$ cat src/design/csem_pkg.sv
// ----------------------------------------------------------------------------
// Semaphore wait queue package
// Shared widths, operation and status codes, and word types.
// ----------------------------------------------------------------------------
`default_nettype none

package csem_pkg;

  localparam int unsigned OP_W    = 2;
  localparam int unsigned TASK_W  = 6;
  localparam int unsigned PRIO_W  = 8;
  localparam int unsigned TOKEN_W = 16;
  localparam int unsigned STAT_W  = 2;

  typedef enum logic [OP_W-1:0] {
    OP_PEND    = 2'd0,
    OP_RELEASE = 2'd1,
    OP_DELETE  = 2'd2
  } op_e;

  typedef enum logic [STAT_W-1:0] {
    ST_OK      = 2'd0,
    ST_UNAVAIL = 2'd1,
    ST_WAITING = 2'd2,
    ST_FULL    = 2'd3
  } status_e;

  typedef struct packed {
    logic [TASK_W-1:0] tid;
    logic [PRIO_W-1:0] prio;
  } wq_entry_t;

  typedef struct packed {
    status_e           status;
    logic              woken_valid;
    logic [TASK_W-1:0] woken_task;
    logic              preempt;
    logic              last;
  } rsp_word_t;

  localparam rsp_word_t RSP_DONE = '{
    status:      ST_OK,
    woken_valid: 1'b0,
    woken_task:  '0,
    preempt:     1'b0,
    last:        1'b1
  };

endpackage

`default_nettype wire

$ cat src/design/csem_if.sv
// ----------------------------------------------------------------------------
// Semaphore wait queue channel interfaces
// Request, response and configuration channels with valid/ready handshake.
// ----------------------------------------------------------------------------
`default_nettype none

interface csem_req_if import csem_pkg::*; ();
  logic              valid;
  logic              ready;
  logic [OP_W-1:0]   operation;
  logic [TASK_W-1:0] task_id;
  logic [PRIO_W-1:0] task_priority;
  logic              no_wait;

  modport source (output valid, operation, task_id, task_priority, no_wait, input ready);
  modport sink (input valid, operation, task_id, task_priority, no_wait, output ready);
endinterface

interface csem_rsp_if import csem_pkg::*; ();
  logic              valid;
  logic              ready;
  logic [STAT_W-1:0] status;
  logic              woken_valid;
  logic [TASK_W-1:0] woken_task;
  logic              preempt;
  logic              last;

  modport source (output valid, status, woken_valid, woken_task, preempt, last, input ready);
  modport sink (input valid, status, woken_valid, woken_task, preempt, last, output ready);
endinterface

interface csem_cfg_if import csem_pkg::*; ();
  logic               valid;
  logic               ready;
  logic [TOKEN_W-1:0] initial_tokens;

  modport source (output valid, initial_tokens, input ready);
  modport sink (input valid, initial_tokens, output ready);
endinterface

`default_nettype wire

$ cat src/design/csem_wq_mem.sv
// ----------------------------------------------------------------------------
// Semaphore wait queue storage
// Wait list entries with one write port and one registered read port.
// ----------------------------------------------------------------------------
`default_nettype none

module csem_wq_mem import csem_pkg::*; #(
  parameter int unsigned DEPTH = 16,
  parameter int unsigned AW    = 4
) (
  input  wire logic           clk_i,
  input  wire logic           wr_en_i,
  input  wire logic [AW-1:0]  wr_addr_i,
  input  wire wq_entry_t      wr_data_i,
  input  wire logic           rd_en_i,
  input  wire logic [AW-1:0]  rd_addr_i,
  output wq_entry_t           rd_data_o
);

  wq_entry_t mem [DEPTH];

  always_ff @(posedge clk_i) begin
    if (wr_en_i) begin
      mem[wr_addr_i] <= wr_data_i;
    end
  end

  always_ff @(posedge clk_i) begin
    if (rd_en_i) begin
      rd_data_o <= mem[rd_addr_i];
    end
  end

endmodule

`default_nettype wire

$ cat src/design/csem_unit.sv
// ----------------------------------------------------------------------------
// Semaphore wait queue shared unit
// Circular list address from head and offset, and one priority compare.
// ----------------------------------------------------------------------------
`default_nettype none

module csem_unit import csem_pkg::*; #(
  parameter int unsigned DEPTH = 16,
  parameter int unsigned AW    = 4,
  parameter int unsigned CW    = 5
) (
  input  wire logic [AW-1:0]     head_i,
  input  wire logic [CW-1:0]     off_i,
  input  wire logic [PRIO_W-1:0] a_i,
  input  wire logic [PRIO_W-1:0] b_i,
  output logic [AW-1:0]          addr_o,
  output logic                   gt_o
);

  localparam int unsigned SW = AW + 1;

  logic [SW-1:0] sum;

  always_comb begin
    sum = SW'(head_i) + SW'(off_i);
    if (sum >= SW'(DEPTH)) begin
      addr_o = AW'(sum - SW'(DEPTH));
    end else begin
      addr_o = AW'(sum);
    end
    gt_o = a_i > b_i;
  end

endmodule

`default_nettype wire

$ cat src/design/counting_semaphore_priority_waitq_unit.sv
// ----------------------------------------------------------------------------
// Counting semaphore with priority wait queue
// Flow: a request is executed, then its response word is loaded in the emit state;
// a waking release first passes a compare state, an insert a compare and a read
// state per waiter moved. A delete loads each word in its output state, reading the
// next in between; the request side is ready again once the last word is loaded.
// Reset: token count zero, wait list empty; list storage is not cleared.
// ----------------------------------------------------------------------------
`default_nettype none

module counting_semaphore_priority_waitq_unit import csem_pkg::*; #(
  parameter int unsigned QUEUE_DEPTH = 16,
  parameter int unsigned MAX_TASKS   = 64
) (
  input  wire logic clk_i,
  input  wire logic rst_ni,
  csem_req_if.sink   req_i,
  csem_rsp_if.source rsp_o,
  csem_cfg_if.sink   cfg_i
);

  localparam int unsigned AW = (QUEUE_DEPTH > 1) ? $clog2(QUEUE_DEPTH) : 1;
  localparam int unsigned CW = $clog2(QUEUE_DEPTH + 1);

  typedef enum logic [3:0] {
    S_IDLE,
    S_EXEC,
    S_INS_RD,
    S_INS_CMP,
    S_INS_PUT,
    S_REL_CMP,
    S_DEL_RD,
    S_DEL_OUT,
    S_EMIT
  } state_e;

  function automatic logic [TASK_W-1:0] reduce_tid(input logic [TASK_W-1:0] v);
    int r;
    r = int'(v);
    for (int k = TASK_W - 1; k >= 0; k--) begin
      if (r >= (MAX_TASKS << k)) begin
        r = r - (MAX_TASKS << k);
      end
    end
    return TASK_W'(r);
  endfunction

  function automatic rsp_word_t done_word(input status_e st);
    rsp_word_t w;
    w        = RSP_DONE;
    w.status = st;
    return w;
  endfunction

  state_e             state_q;
  logic [OP_W-1:0]    op_q;
  logic [TASK_W-1:0]  tid_q;
  logic [PRIO_W-1:0]  prio_q;
  logic               nowait_q;
  logic [TOKEN_W-1:0] token_q;
  logic [CW-1:0]      count_q;
  logic [AW-1:0]      head_q;
  logic [CW-1:0]      idx_q;
  rsp_word_t          res_q;
  rsp_word_t          rsp_q;
  logic               rsp_valid_q;

  logic          out_free;
  logic          rsp_load;
  logic          list_full;
  logic          pend_waits;
  logic          del_last;
  logic [CW-1:0] off;
  logic [PRIO_W-1:0] cmp_a;
  logic [PRIO_W-1:0] cmp_b;
  logic [AW-1:0] unit_addr;
  logic          unit_gt;
  logic          mem_we;
  logic          mem_re;
  wq_entry_t     mem_wdata;
  wq_entry_t     mem_rdata;

  assign req_i.ready       = (state_q == S_IDLE);
  assign cfg_i.ready       = (state_q == S_IDLE);
  assign rsp_o.valid       = rsp_valid_q;
  assign rsp_o.status      = rsp_q.status;
  assign rsp_o.woken_valid = rsp_q.woken_valid;
  assign rsp_o.woken_task  = rsp_q.woken_task;
  assign rsp_o.preempt     = rsp_q.preempt;
  assign rsp_o.last        = rsp_q.last;

  assign out_free   = !rsp_valid_q || rsp_o.ready;
  assign rsp_load   = out_free && ((state_q == S_EMIT) || (state_q == S_DEL_OUT));
  assign list_full  = (count_q == CW'(QUEUE_DEPTH));
  assign pend_waits = (token_q == '0) && !nowait_q && !list_full;
  assign del_last   = ((idx_q + CW'(1)) == count_q);

  always_comb begin
    off       = '0;
    cmp_a     = mem_rdata.prio;
    cmp_b     = prio_q;
    mem_we    = 1'b0;
    mem_re    = 1'b0;
    mem_wdata = '{tid: tid_q, prio: prio_q};
    case (state_q)
      S_EXEC: begin
        if (op_q == OP_PEND) begin
          off    = count_q - CW'(1);
          mem_re = pend_waits && (count_q != '0);
        end else begin
          mem_re = (count_q != '0) && ((op_q == OP_RELEASE) || (op_q == OP_DELETE));
        end
      end
      S_INS_RD: begin
        off    = idx_q - CW'(1);
        mem_re = 1'b1;
      end
      S_INS_CMP: begin
        off    = idx_q;
        mem_we = 1'b1;
        if (unit_gt) begin
          mem_wdata = mem_rdata;
        end
      end
      S_INS_PUT: begin
        off    = idx_q;
        mem_we = 1'b1;
      end
      S_REL_CMP: begin
        off   = CW'(1);
        cmp_a = prio_q;
        cmp_b = mem_rdata.prio;
      end
      S_DEL_RD: begin
        off    = idx_q;
        mem_re = 1'b1;
      end
      default: begin
      end
    endcase
  end

  csem_unit #(
    .DEPTH (QUEUE_DEPTH),
    .AW    (AW),
    .CW    (CW)
  ) u_unit (
    .head_i (head_q),
    .off_i  (off),
    .a_i    (cmp_a),
    .b_i    (cmp_b),
    .addr_o (unit_addr),
    .gt_o   (unit_gt)
  );

  csem_wq_mem #(
    .DEPTH (QUEUE_DEPTH),
    .AW    (AW)
  ) u_mem (
    .clk_i     (clk_i),
    .wr_en_i   (mem_we),
    .wr_addr_i (unit_addr),
    .wr_data_i (mem_wdata),
    .rd_en_i   (mem_re),
    .rd_addr_i (unit_addr),
    .rd_data_o (mem_rdata)
  );

  always_ff @(posedge clk_i or negedge rst_ni) begin
    if (!rst_ni) begin
      state_q     <= S_IDLE;
      op_q        <= '0;
      tid_q       <= '0;
      prio_q      <= '0;
      nowait_q    <= 1'b0;
      token_q     <= '0;
      count_q     <= '0;
      head_q      <= '0;
      idx_q       <= '0;
      res_q       <= RSP_DONE;
      rsp_q       <= RSP_DONE;
      rsp_valid_q <= 1'b0;
    end else begin
      if (rsp_valid_q && rsp_o.ready && !rsp_load) begin
        rsp_valid_q <= 1'b0;
      end
      if (cfg_i.valid && cfg_i.ready) begin
        token_q <= cfg_i.initial_tokens;
        count_q <= '0;
        head_q  <= '0;
      end
      case (state_q)
        S_IDLE: begin
          if (req_i.valid) begin
            op_q     <= req_i.operation;
            tid_q    <= reduce_tid(req_i.task_id);
            prio_q   <= req_i.task_priority;
            nowait_q <= req_i.no_wait;
            state_q  <= S_EXEC;
          end
        end
        S_EXEC: begin
          case (op_q)
            OP_PEND: begin
              if (token_q != '0) begin
                token_q <= token_q - TOKEN_W'(1);
                res_q   <= RSP_DONE;
                state_q <= S_EMIT;
              end else if (nowait_q) begin
                res_q   <= done_word(ST_UNAVAIL);
                state_q <= S_EMIT;
              end else if (list_full) begin
                res_q   <= done_word(ST_FULL);
                state_q <= S_EMIT;
              end else if (count_q == '0) begin
                idx_q   <= '0;
                state_q <= S_INS_PUT;
              end else begin
                idx_q   <= count_q;
                state_q <= S_INS_CMP;
              end
            end
            OP_RELEASE: begin
              if (count_q != '0) begin
                state_q <= S_REL_CMP;
              end else begin
                if (token_q != '1) begin
                  token_q <= token_q + TOKEN_W'(1);
                end
                res_q   <= RSP_DONE;
                state_q <= S_EMIT;
              end
            end
            OP_DELETE: begin
              token_q <= '0;
              if (count_q != '0) begin
                idx_q   <= '0;
                state_q <= S_DEL_OUT;
              end else begin
                res_q   <= RSP_DONE;
                state_q <= S_EMIT;
              end
            end
            default: begin
              res_q   <= RSP_DONE;
              state_q <= S_EMIT;
            end
          endcase
        end
        S_INS_RD: begin
          state_q <= S_INS_CMP;
        end
        S_INS_CMP: begin
          if (unit_gt) begin
            idx_q <= idx_q - CW'(1);
            if (idx_q == CW'(1)) begin
              state_q <= S_INS_PUT;
            end else begin
              state_q <= S_INS_RD;
            end
          end else begin
            count_q <= count_q + CW'(1);
            res_q   <= done_word(ST_WAITING);
            state_q <= S_EMIT;
          end
        end
        S_INS_PUT: begin
          count_q <= count_q + CW'(1);
          res_q   <= done_word(ST_WAITING);
          state_q <= S_EMIT;
        end
        S_REL_CMP: begin
          head_q  <= unit_addr;
          count_q <= count_q - CW'(1);
          res_q   <= '{status: ST_OK, woken_valid: 1'b1, woken_task: mem_rdata.tid,
                       preempt: unit_gt, last: 1'b1};
          state_q <= S_EMIT;
        end
        S_DEL_RD: begin
          state_q <= S_DEL_OUT;
        end
        S_DEL_OUT: begin
          if (out_free) begin
            rsp_q       <= '{status: ST_OK, woken_valid: 1'b1, woken_task: mem_rdata.tid,
                             preempt: 1'b0, last: del_last};
            rsp_valid_q <= 1'b1;
            if (del_last) begin
              count_q <= '0;
              head_q  <= '0;
              state_q <= S_IDLE;
            end else begin
              idx_q   <= idx_q + CW'(1);
              state_q <= S_DEL_RD;
            end
          end
        end
        S_EMIT: begin
          if (out_free) begin
            rsp_q       <= res_q;
            rsp_valid_q <= 1'b1;
            state_q     <= S_IDLE;
          end
        end
        default: begin
          state_q <= S_IDLE;
        end
      endcase
    end
  end

  a_count_bound: assert property (@(posedge clk_i) disable iff (!rst_ni)
    count_q <= CW'(QUEUE_DEPTH))
    else $error("wait list count exceeds its depth");

  a_count_step: assert property (@(posedge clk_i) disable iff (!rst_ni)
    (count_q != $past(count_q)) |->
      ((count_q == $past(count_q) + CW'(1)) || (count_q == $past(count_q) - CW'(1)) ||
       (count_q == '0)))
    else $error("wait list count moved by more than one entry");

  a_woken_ok: assert property (@(posedge clk_i) disable iff (!rst_ni)
    (rsp_valid_q && rsp_q.woken_valid) |-> (rsp_q.status == ST_OK))
    else $error("woken task reported with a failing status");

  a_del_nonempty: assert property (@(posedge clk_i) disable iff (!rst_ni)
    (state_q == S_DEL_OUT) |-> ((count_q != '0) && (idx_q < count_q)))
    else $error("delete drain runs past the wait list");

endmodule

`default_nettype wire
$ cat src/flat_wrapper.sv
// flat-port wrapper written by rule: the top's interface ports become plain ports
module counting_semaphore_priority_waitq_unit_flat import csem_pkg::*;
#(
  parameter int unsigned QUEUE_DEPTH = 16,
  parameter int unsigned MAX_TASKS   = 64
)
  (clk_i, rst_ni, req_i_valid, req_i_operation, req_i_task_id, req_i_task_priority, req_i_no_wait, req_i_ready, rsp_o_valid, rsp_o_status, rsp_o_woken_valid, rsp_o_woken_task, rsp_o_preempt, rsp_o_last, rsp_o_ready, cfg_i_valid, cfg_i_initial_tokens, cfg_i_ready);
  csem_req_if req_i_i ();
  csem_rsp_if rsp_o_i ();
  csem_cfg_if cfg_i_i ();
  input  wire logic clk_i;
  input  wire logic rst_ni;
  input wire logic [$bits(req_i_i.valid)-1:0] req_i_valid;
  input wire logic [$bits(req_i_i.operation)-1:0] req_i_operation;
  input wire logic [$bits(req_i_i.task_id)-1:0] req_i_task_id;
  input wire logic [$bits(req_i_i.task_priority)-1:0] req_i_task_priority;
  input wire logic [$bits(req_i_i.no_wait)-1:0] req_i_no_wait;
  output wire logic [$bits(req_i_i.ready)-1:0] req_i_ready;
  output wire logic [$bits(rsp_o_i.valid)-1:0] rsp_o_valid;
  output wire logic [$bits(rsp_o_i.status)-1:0] rsp_o_status;
  output wire logic [$bits(rsp_o_i.woken_valid)-1:0] rsp_o_woken_valid;
  output wire logic [$bits(rsp_o_i.woken_task)-1:0] rsp_o_woken_task;
  output wire logic [$bits(rsp_o_i.preempt)-1:0] rsp_o_preempt;
  output wire logic [$bits(rsp_o_i.last)-1:0] rsp_o_last;
  input wire logic [$bits(rsp_o_i.ready)-1:0] rsp_o_ready;
  input wire logic [$bits(cfg_i_i.valid)-1:0] cfg_i_valid;
  input wire logic [$bits(cfg_i_i.initial_tokens)-1:0] cfg_i_initial_tokens;
  output wire logic [$bits(cfg_i_i.ready)-1:0] cfg_i_ready;
  assign req_i_i.valid = req_i_valid;
  assign req_i_i.operation = req_i_operation;
  assign req_i_i.task_id = req_i_task_id;
  assign req_i_i.task_priority = req_i_task_priority;
  assign req_i_i.no_wait = req_i_no_wait;
  assign req_i_ready = req_i_i.ready;
  assign rsp_o_valid = rsp_o_i.valid;
  assign rsp_o_status = rsp_o_i.status;
  assign rsp_o_woken_valid = rsp_o_i.woken_valid;
  assign rsp_o_woken_task = rsp_o_i.woken_task;
  assign rsp_o_preempt = rsp_o_i.preempt;
  assign rsp_o_last = rsp_o_i.last;
  assign rsp_o_i.ready = rsp_o_ready;
  assign cfg_i_i.valid = cfg_i_valid;
  assign cfg_i_i.initial_tokens = cfg_i_initial_tokens;
  assign cfg_i_ready = cfg_i_i.ready;
  counting_semaphore_priority_waitq_unit #(.QUEUE_DEPTH(QUEUE_DEPTH), .MAX_TASKS(MAX_TASKS)) u_core (.clk_i(clk_i), .rst_ni(rst_ni), .req_i(req_i_i), .rsp_o(rsp_o_i), .cfg_i(cfg_i_i));
endmodule
$ cat config.mk
export PLATFORM = sky130hd
export DESIGN_NAME = counting_semaphore_priority_waitq_unit_flat
export DESIGN_NICKNAME = d
export VERILOG_FILES = /design/src/design/csem_pkg.sv /design/src/design/csem_if.sv /design/src/design/csem_wq_mem.sv /design/src/design/csem_unit.sv /design/src/design/counting_semaphore_priority_waitq_unit.sv /design/src/flat_wrapper.sv
export SDC_FILE = /design/constraint.sdc
export NUM_CORES = 1
export LEC_CHECK = 0
export ABC_AREA = 1
export BUFFER_PORTS_ARGS = -buffer_cell sky130_fd_sc_hd__buf_2
export CAP_MARGIN = 20
export CORE_ASPECT_RATIO = 0.8
export CORE_MARGIN = 5
export CORE_UTILIZATION = 45
export DETAILED_ROUTE_END_ITERATION = 7
export PLACE_DENSITY_LB_ADDON = 0.12
export RECOVER_POWER = 25
export SETUP_SLACK_MARGIN = 0.05
export SLEW_MARGIN = 25
export SYNTH_ARGS = -nofsm -noshare
export SYNTH_HDL_FRONTEND = slang
export SYNTH_SLANG_ARGS = --single-unit
$ cat constraint.sdc
create_clock -name clk_i -period 12 [get_ports clk_i]
set_input_delay 2.4 -clock clk_i [delete_from_list [all_inputs] [get_ports clk_i]]
set_output_delay 2.4 -clock clk_i [all_outputs]
set_load 0.02 [all_outputs]
======== Yosys cells after proc, flatten, opt, wreduce, memory -nomap -nowiden ========
Memory sizes are Yosys's and may differ from the RTL's. A register that Yosys moved wholly into a read port is not among the register bits.
Index checks and enable logic that the tools add are counted.
word-level totals
  output and inout bits ................... 14
  memories ................................ 1
  logic and storage cells ................. 157
  register bits ........................... 74
  bits in writable memories ............... 224
cells by class
  muxes and demuxes ....................... 64
  $lt $le $gt $ge ......................... 2
  reduce and logical (&&, ||, !) cells .... 35
  eq/ne operators ......................... 27
  add/sub/neg operators ................... 8
memories
  memory            words  bits a word  read ports  clocked after Yosys merged registers in  wr ports  line               source
  u_core.u_mem.mem  16     14           1           1                                        1         csem_wq_mem.sv:20  wq_entry_t mem [DEPTH];
operator list
  operator                 count
  $mux W16                 5
  $mux W11                 7
  $mux W5                  13
  $mux W4                  13
  $pmux W16 S3             1
  $pmux W11 S2             2
  $pmux W11 S4             1
  $pmux W5 S4              2
  $pmux W4 S8              1
  $mux W14                 2
  $add A16 B1 Y16 const B  1
  $eq A4 B3 Y1 const B     4
  $logic_not A16 Y1        1
  $mux W8                  2
  $ne A16 B16 Y1 const B   1
  $reduce_bool A16 Y1      1
  $sub A16 B1 Y16 const B  1
  $pmux W5 S3              1
  $ne A3 B3 Y1 const B     4
  $pmux W4 S3              1
  $add A5 B1 Y5 const B    2
  $pmux W5 S2              1
  $reduce_or A2 Y1         5
  $sub A5 B1 Y5 const B    2
  36 further kinds         62

======== Depth between registers and ports, before layout ========
  word-level depth ........................ 8
  mapped depth ............................ 20

======== Hierarchy ========
From an unflattened synthesis, not the netlist that was laid out.
unflattened totals
  cell total of the unflattened synthesis .. 1753
  area, all modules ....................... 15995.3 um^2
by module, submodules not included
  module                                  area each (um^2)  instances  cells an instance
  csem_wq_mem                             10126.0           1          943
  counting_semaphore_priority_waitq_unit  5535.3            1          759
  csem_unit                               334.1             1          51

======== Worst setup path before layout ========
No wires, ideal clock.
  path type ............................... register to register
  start point ............................. reg u_core.state_q[0]
  end point ............................... mem u_core.u_mem.mem[10][0] (netlist bit) (enable)
  arrival ................................. 3470 ps
  cell stages (with the launch flop) ...... 16
  setup slack ............................. 8146 ps
  clock period less this slack ............ 3854 ps
  required time ........................... 11616 ps
  path through ............................ dfrtp_1 inv_2 nand2_1 nor2_2 nor2_4 nand2_2 a21oi_1 o221ai_1 ha_1 fa_1 inv_1 nor2_1 clkbuf_1 buf_1 nand2_1 nor2_1
between the ends
  cells in the longest elaborated chain, start to end .. 6
  elaborated cells between the ends (all ways) .. 16
  classes of those cells .................. add/sub (2); order compare (1); eq/ne (6); mux (5); reduce/logical (2)
RTL lines
  element                                               line                                           source
  start: declaration                                    counting_semaphore_priority_waitq_unit.sv:55   state_e state_q;
  start signal: assignment                              counting_semaphore_priority_waitq_unit.sv:171  state_q <= S_IDLE;
  start signal: assignment                              counting_semaphore_priority_waitq_unit.sv:199  state_q <= S_EXEC;
  start signal: assignment                              counting_semaphore_priority_waitq_unit.sv:208  state_q <= S_EMIT;
  $eq A4 B3 Y1 / $eq A4 B2 Y1 (equally long branches)   counting_semaphore_priority_waitq_unit.sv:105  case (state_q)
  $reduce_or A3 Y1 (no line)                            -
  $pmux W5 S4                                           counting_semaphore_priority_waitq_unit.sv:105
  $add A4 B5 Y5                                         csem_unit.sv:25                                sum = SW'(head_i) + SW'(off_i);
  $sub A4 B1 Y4 / $ge A5 B5 Y1 (equally long branches)  csem_unit.sv:27, csem_unit.sv:26
  $mux W4                                               csem_unit.sv:26                                if (sum >= SW'(DEPTH)) begin
  end: declaration                                      csem_wq_mem.sv:20
Parallel ways exist; a longest one is shown, timed or not.

==> metrics.txt <==
Routed Antenna Nets 0; placed cell area 15010 um2; Final Cycle Share 47.49%; status complete, but fails checks; CP Class in -> async; most frequent cells in the layout 316 x nand2_1, 238 x edfxtp_1, 94 x inv_1, 85 x nor2_1, 72 x dfrtp_1; DR vias between 10000 and 15000; Max-slew headroom -137.7%; Max Cap Viol 2; CTS Hold Buffers Added 0; Worst Tran Pin Value 3.565 ns; Mean Syn Cell Area 10.83 um2; CP top delay family buffers and inverters; Routability Congestion between 0.9 and 1; Post-CTS Resized 0; CTS tree yes; GR Overflow Total 0; CTS Buf Count 31; Post-Layout Inst Area 15930 um2; most common cell after layout, fill and taps aside nand2_1; Post-synth EDFFs roughly 240; min Tclk post-route 5.699 ns; top_reg_cell synth edfxtp_1; Syn Inst Count 1319; CP max-delay cell clkbuf_1; initial antenna violation count 0; first-pass GRT wire length a little under 60 mm; Netlist cell types 55; buffer count from post-CTS setup fixing 0; Critical Path Start Type primary input; root buffer cell clkbuf_16; Final Setup Violations 0; Final Core Density 50.82%; Die Y 169.3 um; top post-synthesis cells by area edfxtp_1 50%, dfrtp_1 13%, nand2_1 8.2%; total design power 3.675 mW; hold_ws roughly 0.47 ns; post-synthesis sequential area ratio 62.84%; setup TNS 0 ns; vias in the first global route about 9900; Clk Latency, worst-skew pair 0.57 ns; Max Freq 175.5 MHz; core box area 31350 um2; critical path arrival around 5.6 ns; io pins 52; row cnt 58; Routed wire per std cell around 21 um; asr flop ratio synth 23.47%; worst ir drop on vdd 0.0001225 V; most used cell, CP clkbuf_1; drt via density roughly 5.6; Clock Skew 0.01036 ns; First-pass DRT Iterations 5; failing checks capacitance limit, slew limit; Crit path largest cell delay 2.55 ns; number of antenna cells inserted 0; clock sinks 311; Yosys reg bits 311; Yosys top cell by area edfxtp_1; Post-route DRC 0; Worst Setup End Kind asynchronous set/reset pin; post-synthesis cell area ~14000 um2; P&R area growth vs syn 11.56%; Pwr Density 230.7 nW/um2; hpwl dp about 25 mm; Clock Pin Slew Worst Setup and Hold Paths about 0.060 ns; Yosys warnings 0; # nets final 1425; Leak ~6.1 nW; Clock Path Buffers 3; CP required 11.86 ns; CP bufs+invs 2; crit-path max FO 64; detailed-route wire length 37.90 mm; die area roughly 35000 um2; GRT Overall Usage 21.28%; H-tree Lvls 1; Port-buffer cells 51; Initial Util 45.55%; largest net degree at the start of global routing 65; CP cell instances clkbuf_1, clkbuf_1; drt initial violations 879; worst hold path class reg -> reg; syn_nets 1373; die width 209.2 um; RSZ-0062 raised after global routing false; Synth top area share 50.04%; final hold vios 0; Max Slew Vio Count roughly 100; layout cells sized above 1 13.13%
-- layer usage --
layer	wire, um	share of wire [%]	GRT usage, %	vias up
li1	-	-	-	4771
met1	18540	49	33.69	4963
met2	16070	42	30.93	328
met3	2617	6.9	4.084	48
met4	670	1.8	3.914	0
met5	0	0	0	-
-- through the flow --
step,std cells,setup WS [ns]
final,1814,6.301
after global routing,1814,5.409
after CTS,1814,7.337
after detailed placement,1758,7.355
after global placement,1758,7.189
after floorplan,1319,8.146
-- flip-flops by register name, summed over array words and instances, names as in the netlist, 2 cells and up --
signal and count:
u_core.prio_q 8, u_core.head_q 4, u_core.idx_q 5, u_core.token_q 16
u_core.op_q 2, u_core.rsp_o.woken_task 6, u_core.u_mem.rd_data_o 14, u_core.res_q 10
u_core.u_mem.mem 224, u_core.count_q 5, u_core.tid_q 6, u_core.state_q 4
u_core.rsp_o.status 2
-- Yosys cell counts, types with 13 or more instances --
cell      instances
nand2_1         312
edfxtp_1        238
inv_1            94
nor2_1           93
dfrtp_1          72
a22oi_1          64
nand3_1          56
o21ai_0          53
a21oi_1          44
clkbuf_1         31
xor2_1           25
nand4_1          24
a221oi_1         15
ha_1             15
a22o_1           14
a31oi_1          14
o21ai_1          13
o22ai_1          13
-- cells by family after synthesis --
family,Yosys count,synth area share [%]
simple gates,535,16.45
buf+inv,156,4.565
mux,10,0.7798
xor+xnor,30,1.840
compound gates,261,12.06
fa+ha+maj,16,1.454
flops,311,62.84
-- worst paths after layout --
path	from	to	slack, ns	cells past startpoint
worst max-delay path	rst_ni	u_core.rsp_o.woken_task[0]	6.30	2
worst min-delay path	u_core.rsp_o.status[1]	u_core.rsp_o.status[1]	0.47	2
worst max register to register	u_core.op_q[0]	u_core.u_mem.mem[14][3]	7.35	13
worst min register to register	u_core.rsp_o.status[1]	u_core.rsp_o.status[1]	0.47	2
max in group clk_i	u_core.op_q[0]	u_core.u_mem.mem[14][3]	7.35	13
min in group asynchronous	rst_ni	u_core.token_q[0]	1.85	1
-- layout make-up --
type | count | area [um2]
well taps | 420 | 525.5
multi-input cells | 852 | 4695
flip-flops and latches | 311 | 8975
repair buffers | 68 | 366.6
fillers | 2843 | 15420
clock inverters | 14 | 148.9
clock buffers | 42 | 817.0
inverters | 107 | 404.1
-- where the power goes --
| group | leakage [nW] | internal (mW) | switching (mW) |
|---|---|---|---|
| sequential | 3.05 | 1.40 | 0.107 |
| clock | 0.466 | 0.539 | 0.401 |
| combinational | 2.60 | 0.342 | 0.888 |
| total | 6.12 | 2.28 | 1.40 |
No activity file was read; power rests on OpenSTA's default activity.
